### src/rtl/assert_macros.svh
// assertion helpers used by the allocator core
`ifndef ASSERT_MACROS_SVH
`define ASSERT_MACROS_SVH

// property checked on every rising clock edge outside reset
`define SCBA_ASSERT(lbl, prop) \
    lbl: assert property (@(posedge i_clk) disable iff (!i_rst_n) prop) \
        else $error("scba assertion failed");

// implication checked on every rising clock edge outside reset
`define SCBA_IMPLY(lbl, ante, cons) \
    lbl: assert property (@(posedge i_clk) disable iff (!i_rst_n) (ante) |-> (cons)) \
        else $error("scba implication failed");

`endif

### src/rtl/scba_pkg.sv
package scba_pkg;
    localparam int ADDR_W     = 32;
    localparam int SIZE_W     = 13;
    localparam int PAGE_LOG2  = 12;
    localparam int MIN_LG     = 3;
    localparam int MAX_LG     = 11;
    localparam int NCLASS     = MAX_LG - MIN_LG + 1;
    localparam int SLOT_W     = PAGE_LOG2 - MIN_LG;
    localparam int MAX_PAGES  = 64;
    localparam int PAGE_W     = 6;
    localparam int ID_W       = PAGE_W + SLOT_W;
    localparam int CLS_W      = 4;
    localparam int FB_W       = SLOT_W + 1;
    localparam int CNT_W      = ID_W + 1;
    localparam int FQC_W      = PAGE_W + 1;
    localparam int RP_W       = 7;
    localparam int PR_W       = CLS_W + FB_W;

    // result status codes
    localparam logic [1:0] ST_OK  = 2'd0;
    localparam logic [1:0] ST_OOM = 2'd1;
    localparam logic [1:0] ST_INV = 2'd2;

    // operation codes
    localparam logic OP_ALLOC = 1'b0;
    localparam logic OP_FREE  = 1'b1;

    // configuration register indexes
    localparam logic CFG_BASE  = 1'b0;
    localparam logic CFG_PAGES = 1'b1;

    // smallest class whose block holds size bytes, else the largest class
    function automatic logic [CLS_W-1:0] cls_of(input logic [SIZE_W-1:0] size);
        logic [CLS_W-1:0] r;
        r = CLS_W'(NCLASS - 1);
        for (int i = NCLASS - 1; i >= 0; i--) begin
            if ((14'd1 << (i + MIN_LG)) >= {1'b0, size}) begin
                r = CLS_W'(i);
            end
        end
        return r;
    endfunction
endpackage

### src/rtl/scba_alu.sv
module scba_alu (
    input  logic [scba_pkg::ADDR_W-1:0] i_a,
    input  logic [scba_pkg::ADDR_W-1:0] i_b,
    input  logic                        i_sub,
    output logic [scba_pkg::ADDR_W-1:0] o_res
);
    import scba_pkg::*;

    // shared address adder: grant address or offset into the region
    assign o_res = i_sub ? (i_a - i_b) : (i_a + i_b);
endmodule

### config.mk
export PLATFORM = sky130hd
export DESIGN_NAME = scba_alu
export DESIGN_NICKNAME = d
export VERILOG_FILES = /design/src/rtl/assert_macros.svh /design/src/rtl/scba_pkg.sv /design/src/rtl/scba_alu.sv
export SDC_FILE = /design/constraint.sdc
export NUM_CORES = 1
export LEC_CHECK = 0
export ABC_AREA = 1
export BUFFER_PORTS_ARGS = -buffer_cell sky130_fd_sc_hd__buf_2
export CORE_UTILIZATION = 35
export DETAILED_ROUTE_END_ITERATION = 10
export SETUP_SLACK_MARGIN = 0.1
export SYNTH_ARGS = -nofsm -noshare
export SYNTH_HDL_FRONTEND = slang
export SYNTH_SLANG_ARGS = --single-unit
export TNS_END_PERCENT = 1
### constraint.sdc
create_clock -name vclk -period 3.1
set_input_delay 0.31 -clock vclk [all_inputs]
set_output_delay 0.31 -clock vclk [all_outputs]
set_load 0.01 [all_outputs]
**Yosys cells after proc, flatten, opt, wreduce, memory -nomap -nowiden**

Cells that the tools add are included.

- $add $sub $neg: 2
- Muxes and demuxes: 1

Operators by type and width:

| kind | number |
|---|---|
| adder 32 bit | 1 |
| 2-to-1 mux 32 bit | 1 |
| subtractor 32 bit | 1 |

- Output and inout port bits: 32
- Logic and storage cells: 3
- Flip-flop bits (word level): 0
- Bits of input ports: 65

**Depth between registers and ports, before layout**

- Word-level depth: 2
- Mapped depth: 22
- Mapped depth without buffers: 22

**Worst setup path before layout**

No wires, ideal clock.

- Path kind: input port to output port
- Start: input i_b[0] in the netlist's numbering
- End: output o_res[31] in the netlist's numbering
- Slack: 0.512 ns
- Data required time: 2.790 ns
- Stages on the path: 19
- Buffers on the path: 0
- Arrival: 2.278 ns
- Cells stage by stage: inv_1 -> ha_1 -> nand3_1 -> nor2_1 -> nand2_1 -> xnor2_1 -> nand2_1 -> o21ai_0 -> ha_1 -> nand2_1 -> inv_1 -> nand2_1 -> nand2_1 -> a21oi_1 -> nand2_2 -> nand2_2 -> nand2_1 -> nand2_1 -> nand2_1

- Word-level cells in the longest chain between the ends: 2
- Elaborated cells between the ends (all ways): 3
- Classes of those cells: 2 x add/sub; 1 x mux

RTL lines:

| what | RTL line | RTL |
|---|---|---|
| from (decl) | scba_alu.sv:3 | `input logic [scba_pkg::ADDR_W-1:0] i_b,` |
| adder 32 bit or subtractor 32 bit (tied branches) | scba_alu.sv:10 | `assign o_res = i_sub ? (i_a - i_b) : (i_a + i_b);` |
| 2-to-1 mux 32 bit (*) | scba_alu.sv:10 |  |
| to (decl) | scba_alu.sv:5 | `output logic [scba_pkg::ADDR_W-1:0] o_res` |

Mark *: on every way between the ends. The rest lies on a longest branch, timed or not.

**Worst setup path in the final report**

- Start: input i_b[1] in the netlist's numbering
- End: output o_res[29] in the netlist's numbering

Same word-level chain as after synthesis.

==> qor.csv <==
stage,metric,value,unit
power,share of power burned in registers,0,%
sta,"Setup violations, final",0,
global_route,largest net degree at the start of global routing,17,
global_route,met3 Use GR,0.557,%
sta,Final WS setup,0.171,ns
layout,Clock buffer cells,0,
die,die area,10100,um^2
sta,setup tns final,0,ns
layout,fill count,966,
sta,pins over their slew limit,0,
yosys,Synth Area per Inst,4.81,um^2
hold_path,worst hold path type,primary input to primary output,
global_route,GRT met2 Usage,40.1,%
detailed_routing,drt initial violations,163,
worst_setup_path,CP max stage cell,ha_4,
detailed_routing,Avg WL per Cell,12.4,um
worst_setup_path,required time of the critical path,2.79,ns
global_route,first-pass GRT wire length,18.1,mm
global_route,GRT Max-Usage Layer,met2,
global_route,number of global-route vias before repair,4011,
sta,Max-slew headroom,72.0,%
detailed_routing,DRT Wirelength,11.9,mm
detailed_routing,# DRC,0,
die,Die H,100,um
sta,"Hold Vio Cnt, Final",0,
die,core area,9330,um^2
sta,RSZ-0062 raised after global routing,true,
global_route,initial antenna violation count,0,
worst_setup_path,WP depth,19,
die,Starting Density,36.3,%
layout,share of layout cells above drive strength 1,35.8,%
worst_setup_path,Crit. End Element,primary output,
yosys,post-synthesis sequential area ratio,0,%
sta,post-route clock period utilization,94.5,%
worst_setup_path,worst-path maximum fanout,5,
clock_tree,hold buffers post-CTS,0,
die,die extent in x,100,um
yosys,post-synth cell types,26,
sta,Tmin final,2.93,ns
worst_setup_path,worst setup path endpoint,o_res[29],
layout,Final Net Count,933,
worst_setup_path,WP buf/inv,3,
placement,pre-CTS WS,-0.0811,ns
layout,most frequent cells in the layout,"nand2_1 (230), inv_1 (135), buf_2 (97)",
layout,diode count,0,
placement,HPWL Detailed,10.1,mm
status,status,"finished, final reports clean",
detailed_routing,via density per instance,4.66,
yosys,Post-Synth Simple-Gate Area,53.2,%
power,Clock Power Share,0,%
layout,sequential cell count,0,
layout,flip-flop and latch area,0,um^2
detailed_routing,DRT Pass-1 Iters,5,
detailed_routing,Via Count,4485,
layout,"commonest non-fill, non-tap cell in the layout",nand2_1,
sta,f_max,341,MHz
power,Int Power,0.492,mW
placement,Placer Congestion,0.943,
yosys,yosys warns,0,
power,Max VDD drop,0.0792,mV
global_route,total gr overflow,0,
worst_setup_path,most used cell along the critical path,nand2_1,
layout,Area Overhead vs Synth,44.9,%
worst_setup_path,critical path arrival,2.62,ns
flow_run,Max-cap violations,0,
yosys,mux share of post-synthesis cell area,0,%
placement,I/O Buffers,97,
sta,Tightest Pin Transition,0.415,ns
worst_setup_path,Startpoint Class,primary input,
global_route,met1 Track Usage GR,30.6,%
worst_setup_path,Crit path max-delay family,simple AND/OR/NAND/NOR gates,
yosys,post-synthesis xor/xnor area fraction,10.9,%
worst_setup_path,crit path cell chain,buf_2 > inv_2 > ha_4 > nand3_4 > nor2_4 > nand3_2 > xor2_1 > nand2_1 > o21ai_4 > ha_4 > nand2_2 > nor2_2 > nand2_1 > nor2_1 > nand2_2 > nand2_1 > nand2_1 > nand2_1 > buf_2,
worst_setup_path,Worst path max stage delay,0.31,ns
power,Gate power share,100.0,%
yosys,area share of fa/ha/maj cells after synthesis,12.4,%
yosys,syn_nets,803,
yosys,Synth Area in Compound Gates,6.68,%
yosys,largest family of logic cells by synthesized area,simple AND/OR/NAND/NOR gates,
die,io pins,97,
global_route,Total GRT Usage,22.3,%
power,Pleak,2.80,nW
power,Pwr Total,1.22,mW
sta,hold slack final,0.985,ns
yosys,cell area after synthesis,3390,um^2
worst_setup_path,Worst Setup SP,i_b[1],
yosys,Gate Count Post-Synth,705,
detailed_routing,ANT nets after route,0,
power,Psw,0.726,mW
worst_setup_path,CP Class,primary input to primary output,
die,num rows,35,
power,power density over the cells,248,nW/um^2
power,switching share of power,59.6,%
## repair_timing
item	in CTS	in global routing
gates resized for setup	17	142
endpoints found under the setup margin	19	21
gates cloned	0	0
pin swaps	7	58
buffers inserted	5	18
## cells in the mapped netlist
master	instances	area, um^2
inv_2	6	22.5
nand2_2	16	100
o21ai_0	11	55.1
nor2_4	1	11.3
nor3_1	5	25.0
o21bai_1	1	7.51
inv_1	141	529
nand3_1	46	230
a21oi_1	22	110
nand3_2	2	20.0
nand4_1	1	6.26
nor2_1	82	308
xor2_1	30	263
a21o_1	2	15.0
nand2_4	2	22.5
xnor2_1	12	105
and2_1	2	12.5
ha_1	32	400
clkbuf_1	2	7.51
buf_2	2	10.0
nor3_2	1	10.0
nor2_2	6	37.5
o21ai_1	6	30.0
fa_1	1	20.0
a21oi_2	1	8.76
nand2_1	272	1020
## layout make-up
| type | instances | area, um^2 | share of cell area (%) |
|---|---|---|---|
| Multi-Input combinational cell | 554 | 3430 | 69.8 |
| Inverter | 147 | 556 | 11.3 |
| Tap cell | 129 | 161 | 3.29 |
| Timing Repair Buffer | 132 | 764 | 15.6 |
## tightest hold or removal path, cell delays in order
cell	delay [ns]
buf_2	0.10
ha_1	0.11
inv_1	0.03
buf_2	0.12
## power by group through the flow
stage / Combinational (mW) / Clock [mW] / Sequential [mW]
3_5_place_dp: 0.996 / 0 / 0
4_1_cts: 1.03 / 0 / 0
5_1_grt: 1.34 / 0 / 0
2_1_floorplan: 0.656 / 0 / 0
6_report: 1.22 / 0 / 0
3_3_place_gp: 0.988 / 0 / 0
## how the worst min path moves through the flow
stage / depth (start not counted) / end / startpoint
floorplan: 2 / o_res[0] / i_b[0]
global placement: 4 / o_res[0] / i_b[0]
detailed placement: 4 / o_res[0] / i_b[0]
CTS: 4 / o_res[0] / i_b[0]
global route: 4 / o_res[0] / i_b[0]
finish: 4 / o_res[0] / i_b[0]
## cell families after synthesis
family                   count (synthesis)
XOR/XNOR                                42
buffers and inverters                  151
AND/OR/NAND/NOR                        436
AO/OA/AOI/OAI                           43
adder cells (fa/ha/maj)                 33
## stage by stage
step	area (um^2)	util, %	std cells
CTS	4210	45.1	944
finish	4910	52.6	962
floorplan	3390	-	705
detailed placement	4110	44.0	939
global placement	4110	44.0	939
global route	4910	52.6	962
## layer usage
layer	wire, um	share of wire [%]
met5	0	0
met4	156	1.3
met1	5660	47
met2	5570	47
met3	560	4.7
Note: power is estimated with default switching activity, not from simulation.
