==> config.mk <==
export PLATFORM = sky130hd
export DESIGN_NAME = scba_ram
export DESIGN_NICKNAME = d
export VERILOG_FILES = /design/src/rtl/assert_macros.svh /design/src/rtl/scba_ram.sv
export SDC_FILE = /design/constraint.sdc
export NUM_CORES = 1
export LEC_CHECK = 0
export BUFFER_PORTS_ARGS = -buffer_cell sky130_fd_sc_hd__buf_4
export CAP_MARGIN = 40
export CORE_MARGIN = 1.5
export CORE_UTILIZATION = 45
export CTS_CLUSTER_DIAMETER = 150
export CTS_CLUSTER_SIZE = 16
export DETAILED_ROUTE_END_ITERATION = 8
export GPL_ROUTABILITY_DRIVEN = 0
export PLACE_DENSITY = 0.7
export SETUP_SLACK_MARGIN = 0.02
export SYNTH_ARGS = -nofsm -noshare
export SYNTH_HDL_FRONTEND = slang
export SYNTH_SLANG_ARGS = --single-unit
==> constraint.sdc <==
create_clock -name i_clk -period 4.35 [get_ports i_clk]
set_input_delay 0 -clock i_clk [delete_from_list [all_inputs] [get_ports i_clk]]
set_output_delay 0 -clock i_clk [all_outputs]
set_load 0.02 [all_outputs]
==> src/rtl/assert_macros.svh <==
// assertion helpers used by the allocator core
`ifndef ASSERT_MACROS_SVH
`define ASSERT_MACROS_SVH

// property checked on every rising clock edge outside reset
`define SCBA_ASSERT(lbl, prop) \
    lbl: assert property (@(posedge i_clk) disable iff (!i_rst_n) prop) \
        else $error("scba assertion failed");

// implication checked on every rising clock edge outside reset
`define SCBA_IMPLY(lbl, ante, cons) \
    lbl: assert property (@(posedge i_clk) disable iff (!i_rst_n) (ante) |-> (cons)) \
        else $error("scba implication failed");

`endif

==> src/rtl/scba_ram.sv <==
module scba_ram #(
    parameter int ADDR_W = 6,
    parameter int DATA_W = 8
) (
    input  logic              i_clk,
    input  logic              i_we,
    input  logic [ADDR_W-1:0] i_waddr,
    input  logic [DATA_W-1:0] i_wdata,
    input  logic [ADDR_W-1:0] i_raddr,
    output logic [DATA_W-1:0] o_rdata
);
    logic [DATA_W-1:0] r_mem [2**ADDR_W];

    // one write port, one registered read port
    always_ff @(posedge i_clk) begin
        if (i_we) begin
            r_mem[i_waddr] <= i_wdata;
        end
        o_rdata <= r_mem[i_raddr];
    end
endmodule

Word level (Yosys, flattened, before mapping)
Memories as Yosys holds them, arrays and structs flattened. A register that Yosys moved wholly into a read port is not among the register bits.
Cells that the tools add are included.

word-level totals
  memory bits (writable) = 512
  memories = 1
  output and inout port bits = 8
  register bits after elaboration = 0

memories
  memory  words  width  read ports  clocked after Yosys merged registers in  wr ports  RTL line        source
  r_mem   64     8      1           1                                        1         scba_ram.sv:12  logic [DATA_W-1:0] r_mem [2**ADDR_W];

operators by class
  muxes and demuxes = 2

operators with widths
  kind    number
  $mux 1  2

Logic depth before layout (Yosys ltp)
Gate-level depths: netlist of run 1.

  depth after elaboration = 2
  mapped depth = 9

Worst setup path before layout of run 1
No wires, ideal clock.

  kind = register -> register
  from = memory r_mem[29][4]
  to = register o_rdata[4], read port of r_mem
  data required time = 4.218 ns
  library setup time = 0.132 ns
  slack = 2.658 ns
  arrival = 1.560 ns
  period minus slack after synthesis = 1.692 ns
  cell stages (with the launch flop) = 6
  cell sequence = edfxtp_1 > mux4_2 > mux2_2 > o221a_2 > nor3_1 > o32ai_1

RTL lines
  element      RTL line        source
  from (decl)  scba_ram.sv:12
  to (decl)    scba_ram.sv:10  output logic [DATA_W-1:0] o_rdata

Worst setup path after layout of run 1
  from = input i_waddr[1]
  to = memory r_mem[43][3] (enable)

RTL lines
  element      RTL line       source
  from (decl)  scba_ram.sv:7  input logic [ADDR_W-1:0] i_waddr,

Straight into the memory's write port.

==> impl_metrics.json, run 1 <==
{
  "status": "completed",
  "synthCells": 940,
  "ys_types": 40,
  "ys_ff_latch": 520,
  "synth_compound_area_share_pct": 2.07,
  "synth_mux_area_share_pct": 15.9,
  "dieWidth_um": 215,
  "cts.path.max_buffers": 3,
  "die_y_um": 215,
  "power_leakage_nw": 6.81,
  "multiInputGateArea_um2": 4320,
  "start_util_pct": 45.6,
  "avgSynthCellArea_um2": 21.5,
  "fin_setup_tns_ns": 0,
  "dr.pass1.iters": 5,
  "relSlewSlack_pct": 32.1,
  "antenna_left": 0,
  "vias": 9586,
  "critical_path_arrival_ns": 2.29,
  "power.density_nw_per_um2": 420,
  "htreeDepth": 2,
  "critical_path.endpoint_type": "flop",
  "final_nets": 1017,
  "wirelength_um": 43400,
  "ys_seq_area_share_pct": 77.0,
  "io-pin-count": 30,
  "maxSlewViolCount": 0,
  "critPathLaunch": "i_waddr[1]",
  "final_cells": 1609,
  "synth-simple-area-share_pct": 3.39,
  "skew_ns": 0.0144,
  "antenna_cells": 0,
  "core_region_area_um2": 44200,
  "antenna_found_initial": 2,
  "fmax_ghz": 0.469,
  "synth_top_family_by_area": "multiplexers",
  "setup_violations": 0,
  "path_max_fanout": 10,
  "synth_flop_cell": "edfxtp_1",
  "grtUsageMet2_pct": 30.9,
  "synth_edf_count": 512,
  "cts_tree": "built",
  "numPortBuffers": 29,
  "use_met3_pct": 2.85,
  "grt_pass1_wl_um": 65600,
  "track_usage_pct": 19.2,
  "cts.repair.resized": 0,
  "rsz0062_at_grt": "false",
  "post-dp-hpwl_um": 26400,
  "area_delta_synth_final_pct": 10.1,
  "ff_latch_area_um2": 15500,
  "worst_pin_slew_ns": 1.01,
  "vdd_ir_drop_max_uv": 265,
  "viasPerCell": 5.96,
  "synth-warning-count": 0,
  "routedWlPerCell_um": 26.9,
  "grt_util_met1_pct": 27.5,
  "grt_max_degree": 65,
  "synth_top_area_share_pct": 76.2,
  "max_cap_viol_count": 0,
  "grt_pass1_vias": 9787,
  "fill_cells": 3426,
  "place_inst": 1541,
  "period_needed_ns": 2.13,
  "overflow": 0,
  "synthTopCellsByCount": "edfxtp_1, mux4_2, nor2_1",
  "syn_nets": 962,
  "yosys.area.top_type": "edfxtp_1",
  "fp.dieArea_um2": 46100,
  "numCtsBuffers": 38,
  "async_flop_share_pct": 0,
  "num_rows": 77,
  "cts-root-buf": "clkbuf_16",
  "fin_crit_sh_pct": 49.0,
  "drt_iter0_drc": 1185,
  "ys_top_cells_by_area": "edfxtp_1, mux4_2, nor2_1",
  "busiest_layer": "met2",
  "drive_gt1_share_pct": 23.9,
  "synth_fa_ha_area_share_pct": 0,
  "min_from": "i_wdata[5]",
  "critPathRequiredTime_ns": 4.51,
  "route.detailed.drc": 0,
  "crit_type": "primary input to flop",
  "synth.most_common_cell": "edfxtp_1",
  "finalHoldViolCount": 0,
  "netlist_area_um2": 20200,
  "clkSinkCount": 520,
  "clk_latency_ns": 0.54,
  "crit_path_start_kind": "primary input",
  "fin_util_pct": 50.2,
  "hp-class": "primary input to flop",
  "timing.rr.start": "r_mem[47][0]",
  "power_mw": 9.33,
  "clk_pin_slew_ns": 0.07,
  "yosys.area_share.xor_xnor_pct": 0
}
## cell families after synthesis
family,after synthesis
DFF,520
and+or+nand+nor,153
muxes,162
buffers and inverters,51
AOI/OAI and AO/OA,54
## state kept, by name (all words and copies together), names as in the netlist
signal / cells
r_mem: 512
o_rdata: 8
## what timing repair did
item / CTS / global route
hold buffers: 4 / 0
endpoints found under the hold margin: 12 / 0
buffers inserted: 0 / 0
## worst max-delay path, stage by stage
cell and delay (ns):
dlygate4sd3_1 0.53, buf_4 0.18, nor2b_1 0.21, nand3_1 0.47, nor2_1 0.89
## per-stage QoR
step / setup slack (ns) / hold slack, ns / instance area (µm²)
6_report: 2.22 / 0.0150 / 22200
3_5_place_dp: 1.76 / 0.395 / 21100
3_3_place_gp: 1.59 / 0.385 / 20900
5_1_grt: 2.18 / 0.0414 / 22200
4_1_cts: 2.22 / 0.0214 / 22200
2_1_floorplan: 2.66 / 0.0989 / 20200
## where the power goes
part | internal [mW] | switching, mW
registers | 5.54 | 0.0190
clock network | 1.67 | 1.58
logic | 0.198 | 0.319
## per-layer routing
metal  up-vias  part of all wire, %
met1      5033                   42
met4         4                  2.5
met2       463                   48
met5         -                0.062
met3        74                  7.3
li1       4012                    -
## worst paths after layout
path / end / slack, ns / depth (start not counted)
worst max-delay path: r_mem[43][3] / 2.22 / 5
worst min register to register: o_rdata[2] / 0.85 / 4
worst min-delay path: r_mem[48][5] / 0.02 / 1
worst max register to register: o_rdata[0] / 2.25 / 4
## final cells by class
type / count / area share [%]
clock buffers: 60 / 4.75
multi-input cells: 369 / 19.4
well taps: 592 / 3.34
flip-flops and latches: 520 / 70.0
repair buffers: 66 / 2.43
clock inverters: 2 / 0.0789
## layout by cell type, fill, tap and decap left out, types with 14 or more instances in the layout
master / count
buf_4: 58
clkbuf_1: 21
clkbuf_16: 39
edfxtp_1: 512
mux2i_1: 23
mux4_2: 126
nand2_1: 19
nor2_1: 83
nor2b_1: 14
Power figures use the tool's default switching activity.
==> inputs of run 2 (changes only) <==
Settings changed: ABC_AREA set to 1, PLACE_DENSITY 0.7 to 0.72.
Clock period 4.35 ns to 1.95 ns, I/O delays scaled along.
==> run 2 against run 1 <==
Compared with the run above: the flow now finishes with violations (design-rule violations); largest cell class unchanged; cell count is 56% higher; hold slack better by 0.0076 ns; clock skew is 0.0072 ns higher.
==> impl_metrics.json, run 2 <==
{
  "async_flop_share_pct": 0,
  "power.density_nw_per_um2": 896,
  "antenna_left": 0,
  "cts.path.max_buffers": 3,
  "dr.pass1.iters": 9,
  "start_util_pct": 45.7,
  "fill_cells": 3990,
  "top_register": "r_mem",
  "r2r_end": "o_rdata[2]",
  "cts.repair.resized": 0,
  "final_nets": 1900,
  "clkSinkCount": 520,
  "ys_seq_area_share_pct": 72.8,
  "relSlewSlack_pct": 45.7,
  "synth_flop_cell": "edfxtp_1",
  "clk_pin_slew_ns": 0.07,
  "cp_num_cells": 9,
  "final_common_cell": "nand2_1",
  "crit_path_start_kind": "flop",
  "critPathBufInv": 1,
  "cts-root-buf": "clkbuf_16",
  "status": "finished with violations",
  "critical_path_arrival_ns": 2.22,
  "viasPerCell": 5.60,
  "critPathLaunch": "r_mem[47][2]",
  "hp-class": "primary input to flop",
  "worst_pin_slew_ns": 0.815,
  "grt_pass1_wl_um": 80200,
  "fmax_ghz": 0.566,
  "synth-warning-count": 0,
  "crit_slowest_cell": "dlygate4sd3_1",
  "clk_latency_ns": 0.56,
  "track_usage_pct": 21.9,
  "ys_ff_latch": 520,
  "cts_tree": "built",
  "ys_top_cells_by_area": "edfxtp_1, nand2_1, nand3_1",
  "route.detailed.drc": 3,
  "period_needed_ns": 1.77,
  "fin_util_pct": 50.7,
  "finalHoldViolCount": 0,
  "yosys.area.top_type": "edfxtp_1",
  "vias": 14000,
  "vdd_ir_drop_max_uv": 780,
  "fp.dieArea_um2": 48700,
  "ys_types": 16,
  "numPortBuffers": 29,
  "rsz0062_at_grt": "false",
  "maxSlewViolCount": 0,
  "htreeDepth": 2,
  "post-dp-hpwl_um": 30900,
  "skew_ns": 0.0215,
  "fin_setup_tns_ns": 0,
  "cp_top_family": "simple AND/OR/NAND/NOR gates",
  "grt_pass1_vias": 13500,
  "die_y_um": 221,
  "synthTopCellsByCount": "nand2_1, edfxtp_1, nand3_1",
  "critical_path.endpoint_type": "flop",
  "crit_type": "flop to flop",
  "routedWlPerCell_um": 21.0,
  "io-pin-count": 30,
  "detailedPlace.worstSlack_ns": 0.254,
  "num_rows": 79,
  "avgSynthCellArea_um2": 11.8,
  "numCtsBuffers": 38,
  "fin_ws_ns": 0.184,
  "reg2reg_slack_ns": 0.18,
  "final_cells": 2502,
  "core_region_area_um2": 46700,
  "crit_end": "o_rdata[2]",
  "synth.most_common_cell": "nand2_1",
  "drive_gt1_share_pct": 9.50,
  "drt_iter0_drc": 1562,
  "wirelength_um": 52400,
  "power_leakage_nw": 8.56,
  "place_inst": 2434,
  "synth_edf_count": 512,
  "fin_crit_sh_pct": 90.5,
  "grt_max_degree": 118,
  "max_cap_viol_count": 0,
  "path_cells": "nand2_1, nand3_1, nand3_1, nand2_1, nand2_1, nand3_1, nand3_1, dlygate4sd3_1, nand2_1",
  "most-common-layout-cells": "nand2_1, edfxtp_1, nand3_1",
  "rr_worst_depth": 9,
  "reg_top3": "r_mem x512, o_rdata x8",
  "antenna_found_initial": 0,
  "dieWidth_um": 221,
  "synthCells": 1805,
  "netlist_area_um2": 21300,
  "violations": "design-rule violations",
  "timing.rr.start": "r_mem[47][2]",
  "path_max_fanout": 1,
  "setup_violations": 0,
  "syn_nets": 1827,
  "largest_reg_flops": 512,
  "overflow": 0,
  "synth_top_area_share_pct": 72.0,
  "critPathRequiredTime_ns": 2.41,
  "slowest_delay_ns": 0.55,
  "area_delta_synth_final_pct": 10.9
}
==> run 2: changes by cell type after synthesis, sizes merged, moves of 12 or more <==
cell   before  now
mux2i      23    0
nor2       83   56
nand2      19  648
nand3      13  439
mux2       13    0
buf        34   98
nor2b      14    0
inv         0   12
mux4      126    0
==> run 2: cells by family (layout without fill, tap and decap cells) <==
family / count (synthesis) / in the layout / share of synthesized area (%)
buf+inv: 125 / 214 / 4.02
flops: 520 / 520 / 72.8
other cells: 0 / 1 / 0
simple gates: 1160 / 1160 / 23.2
==> run 2: worst min-delay path by stage <==
stage	start	to	slack, ns	cells after the start
floorplan	i_wdata[0]	r_mem[0][0]	0.1	0
global placement	i_raddr[5]	o_rdata[2]	0.33	3
detailed placement	i_raddr[5]	o_rdata[2]	0.34	3
CTS	i_waddr[3]	r_mem[45][4]	0.01	3
global route	i_waddr[3]	r_mem[45][4]	0.03	3
finish	i_waddr[3]	r_mem[24][7]	0.02	3
==> run 2: layout make-up <==
| class | instances | area, µm² | area share, % |
|---|---|---|---|
| sequential | 520 | 15500 | 65.6 |
| multi-input combinational | 1160 | 4950 | 20.9 |
| timing repair buffer | 146 | 1330 | 5.61 |
| clock buffer | 52 | 1000 | 4.24 |
| tap | 607 | 759 | 3.21 |
| inverter | 12 | 52.6 | 0.222 |
| clock inverter | 4 | 42.5 | 0.180 |
| antenna | 1 | 2.50 | 0.0106 |
==> run 2: worst register-to-register path, stage by stage, from the launching register on <==
cell and delay (ns):
edfxtp_1 0.37, nand2_1 0.08, nand3_1 0.09, nand3_1 0.13
nand2_1 0.09, nand2_1 0.06, nand3_1 0.12, nand3_1 0.12
dlygate4sd3_1 0.55, nand2_1 0.05
==> run 2: per-stage QoR <==
stage	hold slack, ns	cell area (µm²)	total power [mW]
final	0.0226	23700	21.2
after global routing	0.0332	23700	21.8
after CTS	0.0118	23700	21.3
after detailed placement	0.343	22500	14.2
after global placement	0.331	22500	14.1
after floorplan	0.0989	21300	13.5
==> run 2: timing repair <==
action / in CTS / in global routing
hold buffers: 11 / 0
endpoints found under the hold margin: 175 / 0
buffers inserted: 0 / 0
==> run 2: report_power, final <==
| group | leakage [nW] | switching, mW | internal (mW) |
|---|---|---|---|
| logic | 3.38 | 1.10 | 0.431 |
| clock network | 0.505 | 3.66 | 3.61 |
| registers | 4.67 | 0.0481 | 12.4 |
==> run 2: metal layers <==
metal / GRT usage, % / routed length (µm) / vias to the layer above
met3: 3.00 / 4120 / 97
met4: 7.00 / 1350 / 0
li1: - / - / 6464
met2: 35.8 / 25500 / 659
met1: 30.5 / 21500 / 6796
met5: 0 / 0 / -
